==> config.mk <==
export PLATFORM = sky130hd
export DESIGN_NAME = md5_stream_hasher_top
export DESIGN_NICKNAME = d
export VERILOG_FILES = /design/src/rtl/md5sh_pkg.sv /design/src/rtl/md5sh_block_buf.sv /design/src/rtl/md5sh_round.sv /design/src/rtl/md5sh_ctrl.sv /design/src/rtl/md5_stream_hasher_top.sv
export SDC_FILE = /design/constraint.sdc
export NUM_CORES = 2
export LEC_CHECK = 0
export BUFFER_PORTS_ARGS = -buffer_cell sky130_fd_sc_hd__buf_4
export CORE_ASPECT_RATIO = 1.75
export CORE_UTILIZATION = 35
export CTS_BUF_LIST = sky130_fd_sc_hd__clkbuf_16
export DETAILED_ROUTE_END_ITERATION = 10
export HOLD_SLACK_MARGIN = 0.02
export PLACE_DENSITY_LB_ADDON = 0.25
export SYNTH_ARGS = -nofsm -noshare
export SYNTH_HDL_FRONTEND = slang
export SYNTH_SLANG_ARGS = --single-unit
==> constraint.sdc <==
create_clock -name clk_i -period 12.6 [get_ports clk_i]
set_clock_uncertainty 0.05 [all_clocks]
set_input_delay 1.26 -clock clk_i [delete_from_list [all_inputs] [get_ports clk_i]]
set_output_delay 1.26 -clock clk_i [all_outputs]
set_load 0.01 [all_outputs]
==> src/rtl/md5sh_pkg.sv <==
// Shared types, constants and round tables of the MD5 stream hasher.
package md5sh_pkg;

  // Input request: one message byte and/or the end mark
  typedef struct packed {
    logic [7:0] data_byte;
    logic       byte_valid;
    logic       end_of_message;
  } in_req_t;

  // Output request: one digest byte
  typedef struct packed {
    logic [7:0] digest_byte;
    logic       digest_last;
  } out_req_t;

  // Four 32-bit MD5 words (chaining or working set)
  typedef struct packed {
    logic [31:0] a;
    logic [31:0] b;
    logic [31:0] c;
    logic [31:0] d;
  } abcd_t;

  localparam abcd_t MD5_INIT = '{
    a: 32'h67452301,
    b: 32'hefcdab89,
    c: 32'h98badcfe,
    d: 32'h10325476
  };

  localparam logic [7:0] PAD_MARK   = 8'h80;
  localparam logic [5:0] LEN_OFFSET = 6'd56;
  localparam logic [5:0] LAST_BYTE  = 6'h3f;
  localparam logic [5:0] LAST_ROUND = 6'h3f;
  localparam logic [3:0] LAST_DIGEST = 4'hf;

  // Per-round additive constant
  function automatic logic [31:0] md5_k(input logic [5:0] idx);
    logic [31:0] k;
    unique case (idx)
      6'd0:  k = 32'hd76aa478;  6'd1:  k = 32'he8c7b756;
      6'd2:  k = 32'h242070db;  6'd3:  k = 32'hc1bdceee;
      6'd4:  k = 32'hf57c0faf;  6'd5:  k = 32'h4787c62a;
      6'd6:  k = 32'ha8304613;  6'd7:  k = 32'hfd469501;
      6'd8:  k = 32'h698098d8;  6'd9:  k = 32'h8b44f7af;
      6'd10: k = 32'hffff5bb1;  6'd11: k = 32'h895cd7be;
      6'd12: k = 32'h6b901122;  6'd13: k = 32'hfd987193;
      6'd14: k = 32'ha679438e;  6'd15: k = 32'h49b40821;
      6'd16: k = 32'hf61e2562;  6'd17: k = 32'hc040b340;
      6'd18: k = 32'h265e5a51;  6'd19: k = 32'he9b6c7aa;
      6'd20: k = 32'hd62f105d;  6'd21: k = 32'h02441453;
      6'd22: k = 32'hd8a1e681;  6'd23: k = 32'he7d3fbc8;
      6'd24: k = 32'h21e1cde6;  6'd25: k = 32'hc33707d6;
      6'd26: k = 32'hf4d50d87;  6'd27: k = 32'h455a14ed;
      6'd28: k = 32'ha9e3e905;  6'd29: k = 32'hfcefa3f8;
      6'd30: k = 32'h676f02d9;  6'd31: k = 32'h8d2a4c8a;
      6'd32: k = 32'hfffa3942;  6'd33: k = 32'h8771f681;
      6'd34: k = 32'h6d9d6122;  6'd35: k = 32'hfde5380c;
      6'd36: k = 32'ha4beea44;  6'd37: k = 32'h4bdecfa9;
      6'd38: k = 32'hf6bb4b60;  6'd39: k = 32'hbebfbc70;
      6'd40: k = 32'h289b7ec6;  6'd41: k = 32'heaa127fa;
      6'd42: k = 32'hd4ef3085;  6'd43: k = 32'h04881d05;
      6'd44: k = 32'hd9d4d039;  6'd45: k = 32'he6db99e5;
      6'd46: k = 32'h1fa27cf8;  6'd47: k = 32'hc4ac5665;
      6'd48: k = 32'hf4292244;  6'd49: k = 32'h432aff97;
      6'd50: k = 32'hab9423a7;  6'd51: k = 32'hfc93a039;
      6'd52: k = 32'h655b59c3;  6'd53: k = 32'h8f0ccc92;
      6'd54: k = 32'hffeff47d;  6'd55: k = 32'h85845dd1;
      6'd56: k = 32'h6fa87e4f;  6'd57: k = 32'hfe2ce6e0;
      6'd58: k = 32'ha3014314;  6'd59: k = 32'h4e0811a1;
      6'd60: k = 32'hf7537e82;  6'd61: k = 32'hbd3af235;
      6'd62: k = 32'h2ad7d2bb;  6'd63: k = 32'heb86d391;
      default: k = 32'h0;
    endcase
    return k;
  endfunction

  // Left-rotate amount, indexed by {phase, round[1:0]}
  function automatic logic [4:0] md5_rot(input logic [3:0] idx);
    logic [4:0] s;
    unique case (idx)
      4'd0:  s = 5'd7;   4'd1:  s = 5'd12;  4'd2:  s = 5'd17;  4'd3:  s = 5'd22;
      4'd4:  s = 5'd5;   4'd5:  s = 5'd9;   4'd6:  s = 5'd14;  4'd7:  s = 5'd20;
      4'd8:  s = 5'd4;   4'd9:  s = 5'd11;  4'd10: s = 5'd16;  4'd11: s = 5'd23;
      4'd12: s = 5'd6;   4'd13: s = 5'd10;  4'd14: s = 5'd15;  4'd15: s = 5'd21;
      default: s = 5'd0;
    endcase
    return s;
  endfunction

endpackage

==> src/rtl/md5sh_block_buf.sv <==
// Sixteen-word message block buffer, written one byte lane at a time.
module md5sh_block_buf (
  input  logic        clk_i,
  input  logic        wr_en_i,
  input  logic [5:0]  wr_pos_i,
  input  logic [7:0]  wr_byte_i,
  input  logic [3:0]  rd_idx_i,
  output logic [31:0] rd_word_o
);

  logic [15:0][3:0][7:0] words_q;

  // Write the byte into its little-endian lane
  always_ff @(posedge clk_i) begin
    if (wr_en_i) begin
      words_q[wr_pos_i[5:2]][wr_pos_i[1:0]] <= wr_byte_i;
    end
  end

  // Select the word the current round needs
  assign rd_word_o = words_q[rd_idx_i];

endmodule

==> src/rtl/md5sh_round.sv <==
// Shared MD5 round unit: one of the 64 compression rounds per cycle.
module md5sh_round (
  input  md5sh_pkg::abcd_t work_i,
  input  logic [5:0]       round_i,
  input  logic [31:0]      msg_word_i,
  output logic [3:0]       msg_idx_o,
  output md5sh_pkg::abcd_t work_o
);

  import md5sh_pkg::*;

  logic [1:0]  phase;
  logic [3:0]  r4;
  logic [31:0] f;
  logic [31:0] sum;
  logic [4:0]  shamt;
  logic [63:0] dbl;

  assign phase = round_i[5:4];
  assign r4    = round_i[3:0];

  // Pick the boolean function and message word for this phase
  always_comb begin
    unique case (phase)
      2'd0: begin
        f         = (work_i.b & work_i.c) | (~work_i.b & work_i.d);
        msg_idx_o = r4;
      end
      2'd1: begin
        f         = (work_i.b & work_i.d) | (work_i.c & ~work_i.d);
        msg_idx_o = r4 * 4'd5 + 4'd1;
      end
      2'd2: begin
        f         = work_i.b ^ work_i.c ^ work_i.d;
        msg_idx_o = r4 * 4'd3 + 4'd5;
      end
      default: begin
        f         = work_i.c ^ (work_i.b | ~work_i.d);
        msg_idx_o = r4 * 4'd7;
      end
    endcase
  end

  // Add, rotate and shift the word set along
  assign sum   = work_i.a + f + md5_k(round_i) + msg_word_i;
  assign shamt = md5_rot({phase, round_i[1:0]});
  assign dbl   = {sum, sum} << shamt;

  assign work_o.a = work_i.d;
  assign work_o.b = work_i.b + dbl[63:32];
  assign work_o.c = work_i.b;
  assign work_o.d = work_i.c;

endmodule

==> src/rtl/md5sh_ctrl.sv <==
// Sequencer of the MD5 hasher: byte intake, padding, compression and digest output.
module md5sh_ctrl (
  input  logic                clk_i,
  input  logic                rst_ni,
  input  logic                in_valid_i,
  output logic                in_stall_o,
  input  md5sh_pkg::in_req_t  in_req_i,
  output logic                out_valid_o,
  input  logic                out_stall_i,
  output md5sh_pkg::out_req_t out_req_o,
  output logic                wr_en_o,
  output logic [5:0]          wr_pos_o,
  output logic [7:0]          wr_byte_o,
  output logic [5:0]          round_o,
  output md5sh_pkg::abcd_t    work_o,
  input  md5sh_pkg::abcd_t    work_next_i
);

  import md5sh_pkg::*;

  typedef enum logic [6:0] {
    ST_IDLE  = 7'b0000001,
    ST_MARK  = 7'b0000010,
    ST_ZERO  = 7'b0000100,
    ST_LEN   = 7'b0001000,
    ST_ROUND = 7'b0010000,
    ST_FOLD  = 7'b0100000,
    ST_OUT   = 7'b1000000
  } state_e;

  state_e      state_q, state_d;
  state_e      resume_q, resume_d;
  logic [5:0]  fill_q, fill_d;
  logic [63:0] bits_q, bits_d;
  logic [5:0]  round_q, round_d;
  logic [3:0]  ocnt_q, ocnt_d;
  abcd_t       chain_q, chain_d;
  abcd_t       work_q, work_d;
  logic        in_acc;
  logic        blk_full;
  logic        start_cmp;
  logic [31:0] out_word;

  assign in_stall_o = (state_q != ST_IDLE);
  assign in_acc     = in_valid_i && !in_stall_o;
  assign blk_full   = (fill_q == LAST_BYTE);
  assign wr_pos_o   = fill_q;
  assign round_o    = round_q;
  assign work_o     = work_q;

  // Sequence intake, padding, rounds and output
  always_comb begin
    state_d   = state_q;
    resume_d  = resume_q;
    fill_d    = fill_q;
    bits_d    = bits_q;
    round_d   = round_q;
    ocnt_d    = ocnt_q;
    chain_d   = chain_q;
    work_d    = work_q;
    wr_en_o   = 1'b0;
    wr_byte_o = '0;
    start_cmp = 1'b0;

    unique case (state_q)
      ST_IDLE: begin
        if (in_acc) begin
          if (in_req_i.byte_valid) begin
            wr_en_o   = 1'b1;
            wr_byte_o = in_req_i.data_byte;
            fill_d    = fill_q + 6'd1;
            bits_d    = bits_q + 64'd8;
            if (blk_full) begin
              start_cmp = 1'b1;
              resume_d  = in_req_i.end_of_message ? ST_MARK : ST_IDLE;
            end else if (in_req_i.end_of_message) begin
              state_d = ST_MARK;
            end
          end else if (in_req_i.end_of_message) begin
            state_d = ST_MARK;
          end
        end
      end
      ST_MARK: begin
        wr_en_o   = 1'b1;
        wr_byte_o = PAD_MARK;
        fill_d    = fill_q + 6'd1;
        if (blk_full) begin
          start_cmp = 1'b1;
          resume_d  = ST_ZERO;
        end else begin
          state_d = ST_ZERO;
        end
      end
      ST_ZERO: begin
        if (fill_q == LEN_OFFSET) begin
          state_d = ST_LEN;
        end else begin
          wr_en_o = 1'b1;
          fill_d  = fill_q + 6'd1;
          if (blk_full) begin
            start_cmp = 1'b1;
            resume_d  = ST_ZERO;
          end
        end
      end
      ST_LEN: begin
        wr_en_o   = 1'b1;
        wr_byte_o = bits_q[{fill_q[2:0], 3'b000} +: 8];
        fill_d    = fill_q + 6'd1;
        if (blk_full) begin
          start_cmp = 1'b1;
          resume_d  = ST_OUT;
        end
      end
      ST_ROUND: begin
        work_d  = work_next_i;
        round_d = round_q + 6'd1;
        if (round_q == LAST_ROUND) begin
          state_d = ST_FOLD;
        end
      end
      ST_FOLD: begin
        chain_d.a = chain_q.a + work_q.a;
        chain_d.b = chain_q.b + work_q.b;
        chain_d.c = chain_q.c + work_q.c;
        chain_d.d = chain_q.d + work_q.d;
        state_d   = resume_q;
      end
      ST_OUT: begin
        if (!out_stall_i) begin
          ocnt_d = ocnt_q + 4'd1;
          if (ocnt_q == LAST_DIGEST) begin
            chain_d = MD5_INIT;
            bits_d  = '0;
            fill_d  = '0;
            state_d = ST_IDLE;
          end
        end
      end
      default: begin
        state_d = ST_IDLE;
      end
    endcase

    // Load the working set when a block is full
    if (start_cmp) begin
      state_d = ST_ROUND;
      work_d  = chain_q;
      round_d = '0;
    end
  end

  // Hold control and chaining state
  always_ff @(posedge clk_i or negedge rst_ni) begin
    if (!rst_ni) begin
      state_q  <= ST_IDLE;
      resume_q <= ST_IDLE;
      fill_q   <= '0;
      bits_q   <= '0;
      round_q  <= '0;
      ocnt_q   <= '0;
      chain_q  <= MD5_INIT;
    end else begin
      state_q  <= state_d;
      resume_q <= resume_d;
      fill_q   <= fill_d;
      bits_q   <= bits_d;
      round_q  <= round_d;
      ocnt_q   <= ocnt_d;
      chain_q  <= chain_d;
    end
  end

  // Working words carry no reset
  always_ff @(posedge clk_i) begin
    work_q <= work_d;
  end

  // Drive the digest byte from the chaining words
  always_comb begin
    unique case (ocnt_q[3:2])
      2'd0:    out_word = chain_q.a;
      2'd1:    out_word = chain_q.b;
      2'd2:    out_word = chain_q.c;
      default: out_word = chain_q.d;
    endcase
  end

  assign out_valid_o           = (state_q == ST_OUT);
  assign out_req_o.digest_byte = out_word[{ocnt_q[1:0], 3'b000} +: 8];
  assign out_req_o.digest_last = (ocnt_q == LAST_DIGEST);

endmodule

==> src/rtl/md5_stream_hasher_top.sv <==
// Top level of the MD5 stream hasher: sequencer, block buffer and round unit.
//
//   channel | direction | handshake           | payload
//   --------+-----------+---------------------+-------------------------------------------
//   in      | input     | in_valid_i/in_stall_o  | in_req_i  (data_byte, byte_valid, end)
//   out     | output    | out_valid_o/out_stall_i| out_req_o (digest_byte, digest_last)
//
// The input takes one byte per cycle; every 64th byte starts a compression in the
// shared round unit (64 rounds, one per cycle, then a fold into the chaining words).
// The end request adds one pad or length byte per cycle (9 to 72 bytes, plus a turn
// to the length), one or two compressions, then the 16 digest bytes on the output.
// Reset restores the MD5 initial chaining words and clears the bit count and fill.
// The input stalls from a block's last byte until its compression ends, and from
// an end request until the final digest byte is taken; output stalls hold the byte.
module md5_stream_hasher_top (
  input  logic                clk_i,
  input  logic                rst_ni,
  input  logic                in_valid_i,
  output logic                in_stall_o,
  input  md5sh_pkg::in_req_t  in_req_i,
  output logic                out_valid_o,
  input  logic                out_stall_i,
  output md5sh_pkg::out_req_t out_req_o
);

  import md5sh_pkg::*;

  logic        wr_en;
  logic [5:0]  wr_pos;
  logic [7:0]  wr_byte;
  logic [3:0]  msg_idx;
  logic [31:0] msg_word;
  logic [5:0]  round;
  abcd_t       work;
  abcd_t       work_next;

  md5sh_ctrl u_ctrl (
    .clk_i       (clk_i),
    .rst_ni      (rst_ni),
    .in_valid_i  (in_valid_i),
    .in_stall_o  (in_stall_o),
    .in_req_i    (in_req_i),
    .out_valid_o (out_valid_o),
    .out_stall_i (out_stall_i),
    .out_req_o   (out_req_o),
    .wr_en_o     (wr_en),
    .wr_pos_o    (wr_pos),
    .wr_byte_o   (wr_byte),
    .round_o     (round),
    .work_o      (work),
    .work_next_i (work_next)
  );

  md5sh_block_buf u_buf (
    .clk_i     (clk_i),
    .wr_en_i   (wr_en),
    .wr_pos_i  (wr_pos),
    .wr_byte_i (wr_byte),
    .rd_idx_i  (msg_idx),
    .rd_word_o (msg_word)
  );

  md5sh_round u_round (
    .work_i     (work),
    .round_i    (round),
    .msg_word_i (msg_word),
    .msg_idx_o  (msg_idx),
    .work_o     (work_next)
  );

endmodule

==> summary.txt <==
Outcome
  • Status: finished clean

Final layout
  • Final nets: 5432
  • Final Cell Area: between 0.05 and 0.06 sq mm
  • Share of cells above drive strength 1: 11.3%
  • Area growth, synth to finish: 10.1%
  • Post-layout util: between 30% and 40%

Worst setup path
  • CP peak stage delay: 0.74 ns
  • CP max stage cell: a2111oi_0
  • WS Path Type: reg -> reg
  • CP most frequent cell: a21oi_1
  • CP Data Arrival Time: 11.99 ns
  • CP required: 12.98 ns
  • Reg2reg setup slack: 0.99 ns
  • Crit start category: register
  • CP Max Fanout: 16
  • CP endpoint kind: register

Synthesis
  • Synth top area cells: edfxtp_1, mux4_2, dfrtp_1
  • Cell with the most instances after synthesis: nand2_1
  • Seq cells post-synth: 856
  • Synth Flop Type: edfxtp_1
  • Library cells used by synthesis: 97
  • Async set-reset flop share out of synthesis: between 20% and 30%
  • Largest area contributor in the netlist: edfxtp_1
  • Syn Inst Count: 5189
  • Synth warn: 0
  • Post-synth net total: 5493
  • Avg Inst Size Synth: 10.4 sq um
  • Cell area after synthesis: roughly 0.054 sq mm
  • EDFF count, synth: 640
  • Seq/Total Area, Yosys: 46.0%
  • Top cells by count, synth: nand2_1, edfxtp_1, a21oi_1
  • Synth top area share: between 30% and 40%

Placed design
  • HPWL after detailed placement: between 100000 and 150000 um
  • GPL Wtd Cong: 1.04
  • Dpl cell area: 0.0564 sq mm
  • Port bufs: 24

Clocking
  • Post-CTS Hold Fix Bufs: 0
  • TritonCTS clock tree: built
  • Clock Sinks: 856
  • Buffer count from post-CTS setup fixing: 0
  • Longest Clk Path Bufs: 3
  • H-tree levels: 3
  • Reg clk slew, reported paths: 0.07 ns
  • Worst skew pair latency: 0.72 ns
  • Total CTS buffers: 84
  • Post_cts resized: 0
  • Root buffer cell: clkbuf_16

Drt
  • DR top layer: met4
  • Wire length per cell: 26.8 um
  • DRT met1 WL: 64900 um
  • Iter 0 DRT Violations: 3357
  • Vias per cell: 5.75
  • ANT nets after route: 0
  • Post-Route WL: 193000 um
  • Via count: 41400
  • DRC violations left: 0
  • Met3 WL: 9330 um
  • Met2 wire length: 103000 um
  • DR pass1 iterations: 6

Timing
  • Hold Slack: 0.434 ns
  • Setup TNS: 0 ns
  • Final Max Slew Viols: 0
  • Slew margin rel.: roughly 2.3%
  • Post-route clock period utilization: between 90% and 100%
  • Unrepaired setup endpoints after global routing: no
  • Actual slew at the worst max-slew pin: 1.46 ns
  • Final hold viol count: 0
  • Max Clk Rate: 0.0861 GHz
  • Final setup fails: 0
  • Crit path time final: 11.61 ns

Pwr
  • Clock power share: 38.2%
  • Int Pwr: 0.00483 W
  • Register share of total power: 47.7%
  • Switching Fraction: between 20 and 30%
  • Comb pwr share: 14.1%
  • Leak Pwr: 22.5 nW
  • Power per cell area: approximately 110 mW/mm^2
  • Peak VDD IR: 0.128 mV
  • Psw: 0.00186 W

Floorplanning
  • Row cnt: 189
  • Core area: 0.152 sq mm
  • Die outline height: 520 um
  • Initial Util: 35.4%
  • Die X: 298 um
  • Boundary Pins: 25
  • Die area: approximately 0.16 sq mm

GRT
  • GRT overflow: 0
  • First-pass GRT wire length: roughly 280000 um
  • GRT Util Overall: 24.6%
  • Vias in the first global route: 41600
  • Largest net degree at the start of global routing: 103
  • Initial antenna violation count: 3

Job
  • Max_cap viols: 0

Worst hold path
  • Min-delay worst type: reg -> reg
[stage by stage]
step / total power (W) / setup WS, ns / instances
6_report: 0.00669 / 0.990 / 7200
5_1_grt: 0.00691 / 0.139 / 7199
4_1_cts: 0.00674 / 0.980 / 7196
3_5_place_dp: 0.00419 / 0.975 / 7046
3_3_place_gp: 0.00418 / 1.03 / 7046
2_1_floorplan: 0.00387 / 1.24 / 5189
[cell families (layout without fill, tap and decap cells)]
kind of cell / count (synthesis) / after routing / share of synthesized area [%]
muxes: 326 / 326 / 10.2
xor gates and xnor gates: 235 / 235 / 3.89
and+or+nand+nor: 1640 / 1640 / 13.4
other: 0 / 3 / 0
AOI/OAI and AO/OA: 1372 / 1372 / 15.4
DFF: 856 / 856 / 46.0
adders and majority gates: 291 / 291 / 7.77
buffers and inverters: 469 / 472 / 3.37
[cell type report]
type | instances | area, sq um
fillers | 14900 | 92700
clock buffers | 85 | 2130
well taps | 2005 | 2510
inverters | 186 | 701
multi-input cells | 3864 | 27400
diodes | 3 | 7.51
repair buffers | 136 | 1100
flip-flops and latches | 856 | 24700
clock inverters | 65 | 566
[final timing paths]
check | start | cells after the start | to
max | u_ctrl.round_o[0] | 40 | u_ctrl.work_o[94]
min | u_ctrl.resume_q[0] | 2 | u_ctrl.resume_q[0]
max reg2reg | u_ctrl.round_o[0] | 40 | u_ctrl.work_o[94]
min reg2reg | u_ctrl.resume_q[0] | 2 | u_ctrl.resume_q[0]
max in group asynchronous | rst_ni | 2 | u_ctrl.round_o[4]
min in group asynchronous | rst_ni | 1 | u_ctrl.bits_q[22]
[registers in the layout (all words and copies together), names as in the netlist, 6 cells and up]
signal           cells
u_buf.words_q      512
u_ctrl.chain_q     128
u_ctrl.work_o      128
u_ctrl.bits_q       61
u_ctrl.state_q       7
u_ctrl.round_o       6
u_ctrl.wr_pos_o      6
[critical path, delay by kind of cell, from the launching register on]
family / cells / cell delay [ns]
AO/OA/AOI/OAI: 20 / 5.32
adder cells (fa/ha/maj): 6 / 2.52
AND/OR/NAND/NOR: 4 / 0.94
buffers and inverters: 5 / 0.86
multiplexers: 3 / 0.82
flip-flops: 1 / 0.44
XOR/XNOR: 2 / 0.35
[routing by layer]
metal,up-vias,global-route usage [%]
li1,18900,-
met1,20600,24.7
met4,0,17.8
met3,486,3.34
met5,-,0
met2,1455,46.1
[layout by cell type, fill, tap and decap left out, types with 33 or more instances in the layout]
| cell | n |
|---|---|
| a211oi_1 | 58 |
| a21o_1 | 77 |
| a21oi_1 | 472 |
| and3_1 | 40 |
| buf_4 | 128 |
| clkbuf_16 | 85 |
| dfrtp_1 | 144 |
| dfstp_2 | 66 |
| edfxtp_1 | 640 |
| fa_1 | 71 |
| ha_1 | 219 |
| inv_1 | 203 |
| mux2i_1 | 123 |
| mux4_2 | 173 |
| nand2_1 | 743 |
| nand2b_1 | 66 |
| nand3_1 | 135 |
| nor2_1 | 400 |
| nor2b_1 | 50 |
| nor3_1 | 91 |
| o211ai_1 | 33 |
| o21a_1 | 37 |
| o21ai_0 | 402 |
| o22ai_1 | 40 |
| xnor2_1 | 109 |
| xor2_1 | 121 |
[power by group through the flow]
stage | sequential, W | clock [W] | combinational, W
finish | 0.00319 | 0.00256 | 0.000940
global route | 0.00320 | 0.00269 | 0.00102
CTS | 0.00319 | 0.00261 | 0.000940
detailed placement | 0.00325 | 0 | 0.000936
global placement | 0.00325 | 0 | 0.000927
floorplan | 0.00324 | 0 | 0.000622
Power figures use the tool's default switching activity.
